File: src/sv/sp2c_pkg.sv
// Shared types, constants and the quarter-wave sine table for the scan converter.
package sp2c_pkg;

  // Table and field geometry.
  localparam int SINE_TABLE_DEPTH = 1024;
  localparam int TAB_ENTRIES      = SINE_TABLE_DEPTH + 1;
  localparam int IDX_W            = $clog2(TAB_ENTRIES);
  localparam int MAG_W            = 16;
  localparam int RANGE_W          = 16;
  localparam int ANGLE_W          = 16;
  localparam int COORD_W          = 17;
  localparam int PROD_W           = RANGE_W + MAG_W;
  localparam int FRAC_W           = ANGLE_W - 2;
  localparam int CFG_IDX_W        = 2;

  // Configuration register indexes.
  typedef logic [CFG_IDX_W-1:0] cfg_idx_t;
  localparam cfg_idx_t REG_START_ANGLE = cfg_idx_t'(0);
  localparam cfg_idx_t REG_ANGLE_STEP  = cfg_idx_t'(1);

  typedef logic [MAG_W-1:0] mag_t;
  typedef mag_t sine_tab_t [0:SINE_TABLE_DEPTH];

  // Table lookup for one ray: quadrant and the two table indexes.
  typedef struct packed {
    logic [1:0]       quad;
    logic [IDX_W-1:0] idx_sin;
    logic [IDX_W-1:0] idx_cos;
  } lookup_t;

  // One table entry: sine of a quarter-turn fraction, Q1.15, via a Q2.30 series.
  function automatic mag_t quarter_sine(int unsigned i);
    longint unsigned x;
    longint unsigned x2;
    longint unsigned term;
    longint unsigned v;
    longint          sum;
    x    = (64'd1686629713 * longint'(i)) / SINE_TABLE_DEPTH;
    x2   = (x * x) >> 30;
    // Eight alternating correction terms; term k is divided by (2k)(2k+1).
    term = ((x * x2) >> 30) / 64'd6;
    sum  = longint'(x) - longint'(term);
    term = ((term * x2) >> 30) / 64'd20;
    sum  = sum + longint'(term);
    term = ((term * x2) >> 30) / 64'd42;
    sum  = sum - longint'(term);
    term = ((term * x2) >> 30) / 64'd72;
    sum  = sum + longint'(term);
    term = ((term * x2) >> 30) / 64'd110;
    sum  = sum - longint'(term);
    term = ((term * x2) >> 30) / 64'd156;
    sum  = sum + longint'(term);
    term = ((term * x2) >> 30) / 64'd210;
    sum  = sum - longint'(term);
    term = ((term * x2) >> 30) / 64'd272;
    sum  = sum + longint'(term);
    if (sum < 0) begin
      sum = 0;
    end
    v = (longint'(sum) + 64'd16384) >> 15;
    if (v > 64'd32768) begin
      v = 64'd32768;
    end
    return MAG_W'(v);
  endfunction

  // Whole table, evaluated at elaboration.
  function automatic sine_tab_t build_sine_tab();
    sine_tab_t t;
    for (int i = 0; i <= SINE_TABLE_DEPTH; i++) begin
      t[i] = quarter_sine(i);
    end
    return t;
  endfunction

  localparam sine_tab_t SINE_TAB = build_sine_tab();

endpackage

File: src/sv/sp2c_angle.sv
// Configuration registers, running ray angle and table index generation.
module sp2c_angle
  import sp2c_pkg::*;
(
  input  logic               clk,
  input  logic               rst_n,
  input  logic               cfg_valid,
  input  cfg_idx_t           cfg_index,
  input  logic [ANGLE_W-1:0] cfg_data,
  input  logic               accept,
  input  logic               scan_start,
  output lookup_t            lookup
);

  localparam int NPROD_W = FRAC_W + IDX_W + 1;

  logic [ANGLE_W-1:0] start_angle_r, start_angle_nxt;
  logic [ANGLE_W-1:0] angle_step_r, angle_step_nxt;
  logic [ANGLE_W-1:0] ray_angle_r, ray_angle_nxt;
  logic [ANGLE_W-1:0] cur_angle;
  logic [NPROD_W-1:0] n_wide;
  logic [IDX_W-1:0]   n_idx;

  // Register writes.
  always_comb begin
    start_angle_nxt = start_angle_r;
    angle_step_nxt  = angle_step_r;
    if (cfg_valid) begin
      case (cfg_index)
        REG_START_ANGLE: start_angle_nxt = cfg_data;
        REG_ANGLE_STEP:  angle_step_nxt  = cfg_data;
        default: begin
          start_angle_nxt = start_angle_r;
        end
      endcase
    end
  end

  // Scan start reloads the angle; every accepted ray advances it.
  assign cur_angle     = scan_start ? start_angle_r : ray_angle_r;
  assign ray_angle_nxt = accept ? (cur_angle + angle_step_r) : ray_angle_r;

  always_ff @(posedge clk) begin
    if (!rst_n) begin
      start_angle_r <= '0;
      angle_step_r  <= '0;
      ray_angle_r   <= '0;
    end else begin
      start_angle_r <= start_angle_nxt;
      angle_step_r  <= angle_step_nxt;
      ray_angle_r   <= ray_angle_nxt;
    end
  end

  // Map the in-quadrant fraction to a rounded table index.
  assign n_wide = (NPROD_W'(cur_angle[FRAC_W-1:0]) * NPROD_W'(SINE_TABLE_DEPTH)
                   + NPROD_W'(1 << (FRAC_W - 1))) >> FRAC_W;
  assign n_idx  = (n_wide > NPROD_W'(SINE_TABLE_DEPTH)) ? IDX_W'(SINE_TABLE_DEPTH)
                                                         : n_wide[IDX_W-1:0];

  assign lookup.quad    = cur_angle[ANGLE_W-1:ANGLE_W-2];
  assign lookup.idx_sin = n_idx;
  assign lookup.idx_cos = IDX_W'(SINE_TABLE_DEPTH) - n_idx;

endmodule

File: config.mk
export PLATFORM = sky130hd
export DESIGN_NAME = sp2c_angle
export DESIGN_NICKNAME = d
export VERILOG_FILES = /design/src/sv/sp2c_pkg.sv /design/src/sv/sp2c_angle.sv
export SDC_FILE = /design/constraint.sdc
export NUM_CORES = 1
export LEC_CHECK = 0
export BUFFER_PORTS_ARGS = -buffer_cell sky130_fd_sc_hd__buf_2
export CORE_MARGIN = 5
export CORE_UTILIZATION = 60
export CTS_BUF_LIST = sky130_fd_sc_hd__clkbuf_2 sky130_fd_sc_hd__clkbuf_4 sky130_fd_sc_hd__clkbuf_8
export CTS_CLUSTER_DIAMETER = 40
export DETAILED_ROUTE_END_ITERATION = 10
export PLACE_DENSITY_LB_ADDON = 0.12
export SYNTH_ARGS = -nofsm -noshare
export SYNTH_HDL_FRONTEND = slang
export SYNTH_SLANG_ARGS = --single-unit
File: constraint.sdc
create_clock -name clk -period 7 [get_ports clk]
set_input_delay 0.7 -clock clk [delete_from_list [all_inputs] [get_ports clk]]
set_output_delay 0.7 -clock clk [all_outputs]
set_load 0.01 [all_outputs]
Word-level counts from Yosys, hierarchy flattened
Cells that the tools add are included.
- register bits after elaboration: 48
- output and inout port bits: 24
- word-level logic and storage cells: 13
- add/sub/neg operators: 3
- order comparisons: 1
- equality and inequality tests: 1
- muxes and demuxes: 2
- reductions and logical operators: 3
- operator list (kind ; count):
    24-bit by 14-bit adder with 25-bit output, second input constant ; 1
    16-bit adder ; 1
    16-bit 2-to-1 mux ; 1
    11-bit > comparator, second input constant ; 1
    11-bit 2-to-1 mux ; 1
    11-bit subtractor, first input constant ; 1
    2-bit AND reduction ; 2
    2-bit by 1-bit equality test with 1-bit output, second input constant ; 1
    2-bit logical NOT ; 1

Depth between registers and ports, before layout
Gate-level depths: netlist of run 1.
- word-level depth: 5
- depth in mapped cells: 15
- depth with buffers taken out: 12

Worst setup path after synthesis of run 1
Ideal clock, no wire load.
- kind: input port to output port
- start: input port scan_start
- end: output port lookup[10] in the netlist's numbering
- arrival: 3.911 ns
- data required time: 6.300 ns
- path slack: 2.389 ns
- stages on the path: 15
- path buffers: 3
- path through: buf_6 > buf_4 > buf_2 > mux2_2 > ha_1 > nand4_1 > a22oi_1 > xnor2_1 > nor4b_4 > inv_2 > o41ai_4 > nand2_1 > ha_1 > nand3b_1 > mux2_1
- RTL lines (element ; line ; RTL):
    start, declared ; sp2c_angle.sv:11 ; input logic scan_start,
    end, declared ; sp2c_angle.sv:12 ; output lookup_t lookup

==> results of run 1 <==
-- cells by family (layout without fill, tap and decap cells) --
logic type | Yosys count | after routing | synth area share
AO/OA/AOI/OAI | 81 | 81 | 0.1908
XOR/XNOR | 21 | 21 | 0.05849
adder cells (fa/ha/maj) | 18 | 18 | 0.07110
buffers and inverters | 30 | 64 | 0.03975
flip-flops | 48 | 48 | 0.2936
multiplexers | 26 | 26 | 0.08524
AND/OR/NAND/NOR | 169 | 169 | 0.2611
-- path summary, 6_finish.rpt --
kind | slack (ns) | endpoint | cells after the start
max | 1.93 | lookup[10] | 14
min | 0.47 | angle_step_r[13]$_SDFFE_PN0P_ | 2
max reg2reg | 4.46 | ray_angle_r[14]$_SDFFE_PN0P_ | 11
min reg2reg | 0.47 | angle_step_r[13]$_SDFFE_PN0P_ | 2
-- final cells by class --
class                   count  area [sq um]  share of cell area
clock inverters             3         18.77            0.005226
flip-flops and latches     48         960.9              0.2676
multi-input cells         315          2187              0.6091
inverters                  10         37.54             0.01045
repair buffers             46         230.2             0.06411
well taps                  70         87.58             0.02439
clock buffers               5         68.82             0.01916
-- sequential cells by signal, summed over array words and instances (netlist names) --
signal / flops
angle_step_r: 16
ray_angle_r: 16
start_angle_r: 16
-- critical path: cells and delay by family --
kind,cells,cell delay [ns]
xor gates and xnor gates,1,0.39
adders and majority gates,2,0.52
and+or+nand+nor,4,0.79
AOI/OAI and AO/OA,2,0.52
buffers and inverters,3,0.69
muxes,2,0.76
-- Yosys cell counts, types with 8 or more instances --
cell                        n  area [sq um]
sky130_fd_sc_hd__ha_1      17         212.7
sky130_fd_sc_hd__clkbuf_1  15         56.30
sky130_fd_sc_hd__a21boi_1  11         82.58
sky130_fd_sc_hd__nand2_1   85         319.1
sky130_fd_sc_hd__a21oi_1    8         40.04
sky130_fd_sc_hd__xnor2_1   14         122.6
sky130_fd_sc_hd__nand3_1   10         50.05
sky130_fd_sc_hd__nor2b_1   15         93.84
sky130_fd_sc_hd__nand4b_1   8         70.07
sky130_fd_sc_hd__dfxtp_1   48         960.9
sky130_fd_sc_hd__inv_1      9         33.78
sky130_fd_sc_hd__mux2i_1   13         130.1
sky130_fd_sc_hd__nor2_1    16         60.06
sky130_fd_sc_hd__nand3b_1  12         90.09
sky130_fd_sc_hd__mux2_2     9         101.4
sky130_fd_sc_hd__a21boi_0  22         165.2
-- per-layer routing --
metal | wire length [microns] | track usage | vias to the layer above | part of all wire
met5 | 0 | 0 | - | 0
met4 | 79 | 0.05263 | 0 | 0.011
met3 | 557 | 0.04245 | 9 | 0.077
met2 | 3207 | 0.3456 | 85 | 0.45
met1 | 3349 | 0.2733 | 1300 | 0.47
li1 | - | - | 1444 | -
-- power groups by stage --
stage          combinational, mW  sequential (mW)  clock, mW
2_1_floorplan             0.0895            0.294          0
3_3_place_gp               0.121            0.295          0
3_5_place_dp               0.123            0.296          0
4_1_cts                    0.124            0.289      0.165
5_1_grt                    0.137            0.291      0.177
6_report                   0.123            0.289      0.163
-- metrics by stage --
step                power, mW    util  hold WS [ns]  instance area, sq um
floorplan              0.3830       -        0.4388                  3273
global placement       0.4159  0.6731        0.4505                  3503
detailed placement     0.4188  0.6731        0.4530                  3503
CTS                    0.5778  0.6899        0.4673                  3591
global route           0.6049  0.6899        0.4873                  3591
finish                 0.5758  0.6899        0.4651                  3591
==> report_table.html, run 1 <==
<table>
<tr><th>Metric</th><th>Value</th></tr>
<tr><th colspan="2">Setup path</th></tr>
<tr><td>Kind of end point of the critical path</td><td>primary output</td></tr>
<tr><td>Critical path class</td><td>in2out</td></tr>
<tr><td>Endpoint required time on the critical path</td><td>6.30 ns</td></tr>
<tr><td>Arrival @ worst endpoint</td><td>4.37 ns</td></tr>
<tr><td>Reg2Reg Launch Point</td><td>ray_angle_r[0]$_SDFFE_PN0P_</td></tr>
<tr><td>Crit-path cells</td><td>buf_2 -&gt; mux2_2 -&gt; ha_1 -&gt; nand4_1 -&gt; a22oi_1 -&gt; xnor2_1 -&gt; nor4b_4 -&gt; inv_2 -&gt; o41ai_4 -&gt; nand2_1 -&gt; ha_1 -&gt; nand3b_1 -&gt; mux2_1 -&gt; buf_2</td></tr>
<tr><td>Worst setup path startpoint</td><td>scan_start</td></tr>
<tr><td>Critical Path Start Type</td><td>input pin</td></tr>
<tr><td>Slowest cell on crit path</td><td>sky130_fd_sc_hd__buf_2</td></tr>
<tr><td>CP max stage delay</td><td>0.47 ns</td></tr>
<tr><td>CP Max Fanout</td><td>28</td></tr>
<tr><th colspan="2">Power and ir drop</th></tr>
<tr><td>Share of total power consumed by net switching</td><td>0.2923</td></tr>
<tr><td>Gate power share</td><td>0.214</td></tr>
<tr><td>Sw Pwr</td><td>0.1683 mW</td></tr>
<tr><td>Share of total power in sequential cells</td><td>0.503</td></tr>
<tr><td>Internal Dissipation</td><td>0.4074 mW</td></tr>
<tr><td>VDD IR-drop max</td><td>0.0001154 V</td></tr>
<tr><td>Part of the total power dissipated in the clock network</td><td>0.283</td></tr>
<tr><td>Static Leakage</td><td>1.645 nW</td></tr>
<tr><td>Power per cell area</td><td>160.3 nW/um^2</td></tr>
<tr><th colspan="2">Worst hold path</th></tr>
<tr><td>Startpoint of the tightest hold check path</td><td>angle_step_r[13]$_SDFFE_PN0P_</td></tr>
<tr><td>Worst hold-check path type</td><td>reg2reg</td></tr>
<tr><th colspan="2">Floorplan</th></tr>
<tr><td>Floorplan Core Area</td><td>5205 sq um</td></tr>
<tr><td>Top-Level Pins</td><td>47</td></tr>
<tr><td>DIE WIDTH</td><td>83.86 microns</td></tr>
<tr><td>Number of cell rows</td><td>26</td></tr>
<tr><td>DIE HEIGHT</td><td>83.86 microns</td></tr>
<tr><td>Starting utilization of the core area</td><td>0.6288</td></tr>
<tr><td>Die Area</td><td>7033 sq um</td></tr>
<tr><th colspan="2">STA</th></tr>
<tr><td>Final count of pins violating max slew</td><td>0</td></tr>
<tr><td>Time the worst path needs with I/O delays and setup</td><td>5.073 ns</td></tr>
<tr><td>Worst-case clock skew</td><td>0.01097 ns</td></tr>
<tr><td>Max frequency</td><td>0.1971 GHz</td></tr>
<tr><td>Slew Limit Headroom</td><td>0.1812</td></tr>
<tr><td>Post-route worst setup slack</td><td>1.927 ns</td></tr>
<tr><td>Setup repair after global routing missed its margin</td><td>no</td></tr>
<tr><td>Slew at the pin closest to its max-slew limit</td><td>1.223 ns</td></tr>
<tr><td>Hold violation total from the final report</td><td>0</td></tr>
<tr><td>Ratio of final minimum period to clock period</td><td>0.7248</td></tr>
<tr><td>Setup TNS</td><td>0 ns</td></tr>
<tr><td>Endpoints failing setup</td><td>0</td></tr>
<tr><th colspan="2">Detailed routing</th></tr>
<tr><td>Per-cell via count in the routed design</td><td>5.710</td></tr>
<tr><td>Total number of vias</td><td>2838</td></tr>
<tr><td>Number of antenna-violating nets in the routed design</td><td>0</td></tr>
<tr><td>Number of search-and-repair iterations in the first detailed-routing pass</td><td>4</td></tr>
<tr><td>Per-cell routed wire length</td><td>14.47 microns</td></tr>
<tr><td>Post-detailed-routing wire length</td><td>7194 microns</td></tr>
<tr><td>Detailed router's first-iteration violation count</td><td>109</td></tr>
<tr><td>Total DRC errors in the routed layout</td><td>0</td></tr>
<tr><th colspan="2">Synthesis</th></tr>
<tr><td>Area of the mapped netlist</td><td>3273 sq um</td></tr>
<tr><td>Number of enable flip-flop cells after synthesis</td><td>0</td></tr>
<tr><td>Number of synthesized register bits</td><td>48</td></tr>
<tr><td>Synthesized instance count</td><td>393</td></tr>
<tr><td>Nets in the synthesized netlist</td><td>434</td></tr>
<tr><td>Library cells used by synthesis</td><td>55</td></tr>
<tr><td>Most instantiated flip-flop cell in the synthesis netlist</td><td>sky130_fd_sc_hd__dfxtp_1</td></tr>
<tr><td>Register area share after synthesis</td><td>0.2936</td></tr>
<tr><td>Proportion of register bits with asynchronous set or reset after synthesis</td><td>0</td></tr>
<tr><td>Mean cell area of the mapped netlist</td><td>8.329 sq um</td></tr>
<tr><td>Warnings from Yosys</td><td>0</td></tr>
<tr><th colspan="2">Clock network</th></tr>
<tr><td>Clock tree from TritonCTS</td><td>done</td></tr>
<tr><td>Maximum clock insertion buffer count</td><td>2</td></tr>
<tr><td>Hold-fix buffers, CTS</td><td>0</td></tr>
<tr><td>Later-pin clock latency in the skew report</td><td>0.30 ns</td></tr>
<tr><td>Clock root cell</td><td>sky130_fd_sc_hd__clkbuf_8</td></tr>
<tr><td># H-tree levels</td><td>2</td></tr>
<tr><td>Clock-pin slew on the worst setup and hold paths</td><td>0.09 ns</td></tr>
<tr><td>Setup Buffers After CTS</td><td>0</td></tr>
<tr><td>Gates resized, CTS repair</td><td>0</td></tr>
<tr><td>Clk sink count</td><td>48</td></tr>
<tr><td>CTS Buf Count</td><td>5</td></tr>
<tr><th colspan="2">Global route</th></tr>
<tr><td>Initial antenna violation count</td><td>0</td></tr>
<tr><td>Total gr overflow</td><td>0</td></tr>
<tr><td>Via count of the first global-routing pass</td><td>2654</td></tr>
<tr><td>Pin count of the biggest net entering global routing</td><td>59</td></tr>
<tr><td>Wire length of the first global-routing pass</td><td>12260 microns</td></tr>
<tr><td>GR Util All Layers</td><td>0.2075</td></tr>
<tr><th colspan="2">Place</th></tr>
<tr><td>Setup slack after placement</td><td>1.918 ns</td></tr>
<tr><td>Global placer's final weighted congestion</td><td>0.8346</td></tr>
<tr><td># port buffers</td><td>46</td></tr>
<tr><td>Post-detailed-placement half-perimeter wirelength</td><td>5352 microns</td></tr>
<tr><td>Number of cells after detailed placement</td><td>489</td></tr>
<tr><th colspan="2">Layout</th></tr>
<tr><td>Count of nets after finishing</td><td>467</td></tr>
<tr><td>Antenna Diode Count</td><td>0</td></tr>
<tr><td>Most common cell after layout, fill and taps aside</td><td>sky130_fd_sc_hd__nand2_1</td></tr>
<tr><td>Final-layout fill cell count</td><td>458</td></tr>
<tr><td>Top library cells by usage in the layout, fill and taps aside</td><td>85 x sky130_fd_sc_hd__nand2_1, 48 x sky130_fd_sc_hd__dfxtp_1, 46 x sky130_fd_sc_hd__buf_2</td></tr>
<tr><td>Final std cells w/o fill</td><td>497</td></tr>
<tr><td>Area growth from synthesis to layout</td><td>9.709%</td></tr>
<tr><td>Share of final-layout standard cells stronger than drive strength 1</td><td>0.1686</td></tr>
<tr><th colspan="2">Outcome</th></tr>
<tr><td>Run status</td><td>finished clean</td></tr>
<tr><th colspan="2">Flow run</th></tr>
<tr><td>MaxCap Viol Count</td><td>0</td></tr>
</table>
Power figures use the tool's default switching activity.
==> run 2, diff against run 1 <==
- CORE_UTILIZATION: 60 -> 54
- clock period: 7 -> 4.1 ns (I/O delays scaled with it)
==> report_table.html, run 2 (synthesized netlist as in run 1, its figures left out) <==
<table>
<tr><th>Metric</th><th>Value</th></tr>
<tr><th colspan="2">Layout</th></tr>
<tr><td>Top library cells by usage in the layout, fill and taps aside</td><td>85 x sky130_fd_sc_hd__nand2_1, 48 x sky130_fd_sc_hd__dfxtp_1, 46 x sky130_fd_sc_hd__buf_2</td></tr>
<tr><td>Count of nets after finishing</td><td>471 (+0.86%)</td></tr>
<tr><td>Area growth from synthesis to layout</td><td>10.97%</td></tr>
<tr><td>Most common cell after layout, fill and taps aside</td><td>sky130_fd_sc_hd__nand2_1</td></tr>
<tr><td>Regs by FF count</td><td>angle_step_r (16), ray_angle_r (16), start_angle_r (16)</td></tr>
<tr><td>Antenna Diode Count</td><td>0 (unchanged)</td></tr>
<tr><td>Share of final-layout standard cells stronger than drive strength 1</td><td>0.1763 (+0.007716)</td></tr>
<tr><th colspan="2">Floorplan</th></tr>
<tr><td>DIE WIDTH</td><td>87.86 microns (+4.8%)</td></tr>
<tr><td>Number of cell rows</td><td>28 (+7.7%)</td></tr>
<tr><td>Top-Level Pins</td><td>47 (unchanged)</td></tr>
<tr><td>Starting utilization of the core area</td><td>0.5528 (-0.07601)</td></tr>
<tr><td>Floorplan Core Area</td><td>5921 sq um (+14%)</td></tr>
<tr><td>DIE HEIGHT</td><td>87.86 microns (+4.8%)</td></tr>
<tr><td>Die Area</td><td>7719 sq um (+9.8%)</td></tr>
<tr><th colspan="2">Power and ir drop</th></tr>
<tr><td>VDD IR-drop max</td><td>0.0001787 V (+55%)</td></tr>
<tr><td>Power per cell area</td><td>272.9 nW/um^2 (+70%)</td></tr>
<tr><td>Static Leakage</td><td>1.667 nW (+1.4%)</td></tr>
<tr><th colspan="2">STA</th></tr>
<tr><td>Slew at the pin closest to its max-slew limit</td><td>1.164 ns (-0.05920 ns)</td></tr>
<tr><td>Endpoints failing setup</td><td>0 (unchanged)</td></tr>
<tr><td>Setup repair after global routing missed its margin</td><td>no</td></tr>
<tr><td>Slew Limit Headroom</td><td>0.2209 (+0.03964)</td></tr>
<tr><td>Post-route worst setup slack</td><td>0.2377 ns (-1.689 ns)</td></tr>
<tr><td>Worst-case clock skew</td><td>0.005199 ns (-0.005775 ns)</td></tr>
<tr><td>Max frequency</td><td>0.2589 GHz</td></tr>
<tr><td>Ratio of final minimum period to clock period</td><td>0.9420</td></tr>
<tr><td>Time the worst path needs with I/O delays and setup</td><td>3.862 ns</td></tr>
<tr><td>Final count of pins violating max slew</td><td>0 (unchanged)</td></tr>
<tr><td>Setup TNS</td><td>0 ns (unchanged)</td></tr>
<tr><td>Hold slack</td><td>0.3513 ns (-0.1138 ns)</td></tr>
<tr><td>Hold violation total from the final report</td><td>0 (unchanged)</td></tr>
<tr><th colspan="2">Detailed routing</th></tr>
<tr><td>Detailed router's first-iteration violation count</td><td>139 (+28%)</td></tr>
<tr><td>Total DRC errors in the routed layout</td><td>0 (unchanged)</td></tr>
<tr><td>Number of search-and-repair iterations in the first detailed-routing pass</td><td>4 (unchanged)</td></tr>
<tr><td>Number of antenna-violating nets in the routed design</td><td>0 (unchanged)</td></tr>
<tr><td>Post-detailed-routing wire length</td><td>7248 microns (+0.75%)</td></tr>
<tr><td>Per-cell via count in the routed design</td><td>5.528 (-3.2%)</td></tr>
<tr><td>Per-cell routed wire length</td><td>14.32 microns (-1.0%)</td></tr>
<tr><td>Total number of vias</td><td>2797 (-1.4%)</td></tr>
<tr><th colspan="2">Worst hold path</th></tr>
<tr><td>Number of stages on the worst hold path</td><td>3 (+1)</td></tr>
<tr><td>Startpoint of the tightest hold check path</td><td>cfg_data[13]</td></tr>
<tr><td>Worst hold-check path type</td><td>in2reg</td></tr>
<tr><td>Min-Delay Endpoint</td><td>angle_step_r[13]$_SDFFE_PN0P_</td></tr>
<tr><th colspan="2">Setup path</th></tr>
<tr><td>Arrival @ worst endpoint</td><td>3.45 ns (-0.92 ns)</td></tr>
<tr><td>Critical Path Start Type</td><td>flip-flop</td></tr>
<tr><td>Most numerous cell on the critical path</td><td>sky130_fd_sc_hd__ha_1</td></tr>
<tr><td>Sum of buffers and inverters on the critical path</td><td>2 (-1)</td></tr>
<tr><td>Gate family responsible for the most delay along the worst path</td><td>simple AND/OR/NAND/NOR gates</td></tr>
<tr><td>Critical path class</td><td>reg2out</td></tr>
<tr><td>Reg2Reg Launch Point</td><td>ray_angle_r[0]$_SDFFE_PN0P_</td></tr>
<tr><td>Slowest cell on crit path</td><td>sky130_fd_sc_hd__o41ai_4</td></tr>
<tr><td>Crit-path cells</td><td>mux2_2 -&gt; ha_1 -&gt; nand4_1 -&gt; a22oi_1 -&gt; xnor2_1 -&gt; nor4b_4 -&gt; inv_2 -&gt; o41ai_4 -&gt; nand2_1 -&gt; ha_1 -&gt; nand3b_1 -&gt; mux2_1 -&gt; buf_2</td></tr>
<tr><td>CP max stage delay</td><td>0.39 ns (-0.08 ns)</td></tr>
<tr><td>Kind of end point of the critical path</td><td>primary output</td></tr>
<tr><td>Worst reg-to-reg setup slack</td><td>1.59 ns (-2.87 ns)</td></tr>
<tr><td>Endpoint required time on the critical path</td><td>3.69 ns (-2.61 ns)</td></tr>
<tr><td>CP Max Fanout</td><td>5 (-82%)</td></tr>
<tr><td>R2r worst-path depth</td><td>11 (unchanged)</td></tr>
<tr><td>Critical register-to-register path endpoint</td><td>ray_angle_r[14]$_SDFFE_PN0P_</td></tr>
<tr><th colspan="2">Global route</th></tr>
<tr><td>Via count of the first global-routing pass</td><td>2686 (+1.2%)</td></tr>
<tr><td>Total gr overflow</td><td>0 (unchanged)</td></tr>
<tr><td>Wire length of the first global-routing pass</td><td>12340 microns (+0.62%)</td></tr>
<tr><td>Initial antenna violation count</td><td>0 (unchanged)</td></tr>
<tr><td>GR Util All Layers</td><td>0.1998 (-0.007703)</td></tr>
<tr><td>Pin count of the biggest net entering global routing</td><td>59 (unchanged)</td></tr>
<tr><th colspan="2">Clock network</th></tr>
<tr><td>Setup Buffers After CTS</td><td>0 (unchanged)</td></tr>
<tr><td>Clock-pin slew on the worst setup and hold paths</td><td>0.09 ns (about the same)</td></tr>
<tr><td>Maximum clock insertion buffer count</td><td>2 (unchanged)</td></tr>
<tr><td>Later-pin clock latency in the skew report</td><td>0.30 ns (about the same)</td></tr>
<tr><td>Clk sink count</td><td>48 (unchanged)</td></tr>
<tr><td>CTS Buf Count</td><td>5 (unchanged)</td></tr>
<tr><td>Clock root cell</td><td>sky130_fd_sc_hd__clkbuf_8</td></tr>
<tr><td>Gates resized, CTS repair</td><td>0 (unchanged)</td></tr>
<tr><td>Hold-fix buffers, CTS</td><td>0 (unchanged)</td></tr>
<tr><td># H-tree levels</td><td>2 (unchanged)</td></tr>
<tr><td>Clock tree from TritonCTS</td><td>done</td></tr>
<tr><th colspan="2">Place</th></tr>
<tr><td># port buffers</td><td>46 (unchanged)</td></tr>
<tr><td>Global placer's final weighted congestion</td><td>0.8577 (+2.8%)</td></tr>
<tr><td>Setup slack after placement</td><td>0.2752 ns (-1.643 ns)</td></tr>
<tr><td>Post-detailed-placement half-perimeter wirelength</td><td>5479 microns (+2.4%)</td></tr>
<tr><th colspan="2">Outcome</th></tr>
<tr><td>Run status</td><td>finished clean</td></tr>
<tr><th colspan="2">Flow run</th></tr>
<tr><td>MaxCap Viol Count</td><td>0 (unchanged)</td></tr>
</table>
==> run 2: changes by cell type in the layout (fill, tap and decap cells not counted) <==
cell | before | now
sky130_fd_sc_hd__buf_4 | 0 | 4
sky130_fd_sc_hd__clkbuf_8 | 5 | 6
sky130_fd_sc_hd__clkinv_4 | 1 | 0
==> run 2: how the worst max path moves through the flow <==
stage,from,endpoint,slack [ns],cells past startpoint
CTS,ray_angle_r[3]$_SDFFE_PN0P_,lookup[10],0.20,13
finish,ray_angle_r[3]$_SDFFE_PN0P_,lookup[10],0.24,13
floorplan,scan_start,lookup[10],0.07,15
global route,ray_angle_r[3]$_SDFFE_PN0P_,lookup[10],0.0003,13
detailed placement,scan_start,lookup[10],0.28,13
global placement,scan_start,lookup[10],0.35,13
==> run 2: through the flow <==
stage,std cells,util,power (mW),instance area (sq um)
finish,506,0.6135,0.9912,3632
global route,506,0.6135,1.052,3632
CTS,506,0.6135,1.005,3632
floorplan,393,-,0.6539,3273
global placement,498,0.5978,0.7132,3540
detailed placement,498,0.5978,0.7174,3540
==> run 2: worst reg2reg max path, cell delays in order, from the launching register on <==
cell and delay (ns):
sky130_fd_sc_hd__dfxtp_1 0.33, sky130_fd_sc_hd__mux2_2 0.14, sky130_fd_sc_hd__ha_1 0.18, sky130_fd_sc_hd__inv_1 0.06, sky130_fd_sc_hd__fa_1 0.41, sky130_fd_sc_hd__nor2b_1 0.14, sky130_fd_sc_hd__o21ai_1 0.11, sky130_fd_sc_hd__a211o_1 0.31
sky130_fd_sc_hd__nand4b_1 0.13, sky130_fd_sc_hd__nor3b_1 0.30, sky130_fd_sc_hd__nor3_1 0.10, sky130_fd_sc_hd__nand4b_1 0.18
==> run 2: where the power goes <==
| part | internal [mW] | total [mW] | switching, mW |
|---|---|---|---|
| sequential | 0.482 | 0.494 | 0.0117 |
| combinational | 0.0958 | 0.211 | 0.115 |
| clock | 0.135 | 0.286 | 0.151 |
==> run 2: cell type report <==
type                    instances  area, sq um
inverters                      10        37.54
multi-input cells             315         2187
flip-flops and latches         48        960.9
clock inverters                 2        10.01
well taps                      75        93.84
repair buffers                 50        260.3
fillers                       546         2288
clock buffers                   6        82.58
==> run 2: layer usage <==
layer,up-vias,global-route usage,wire [microns]
met3,5,0.03104,397
met1,1265,0.2788,3505
met2,68,0.3247,3285
met5,-,0,0
met4,0,0.04603,60
li1,1459,-,-
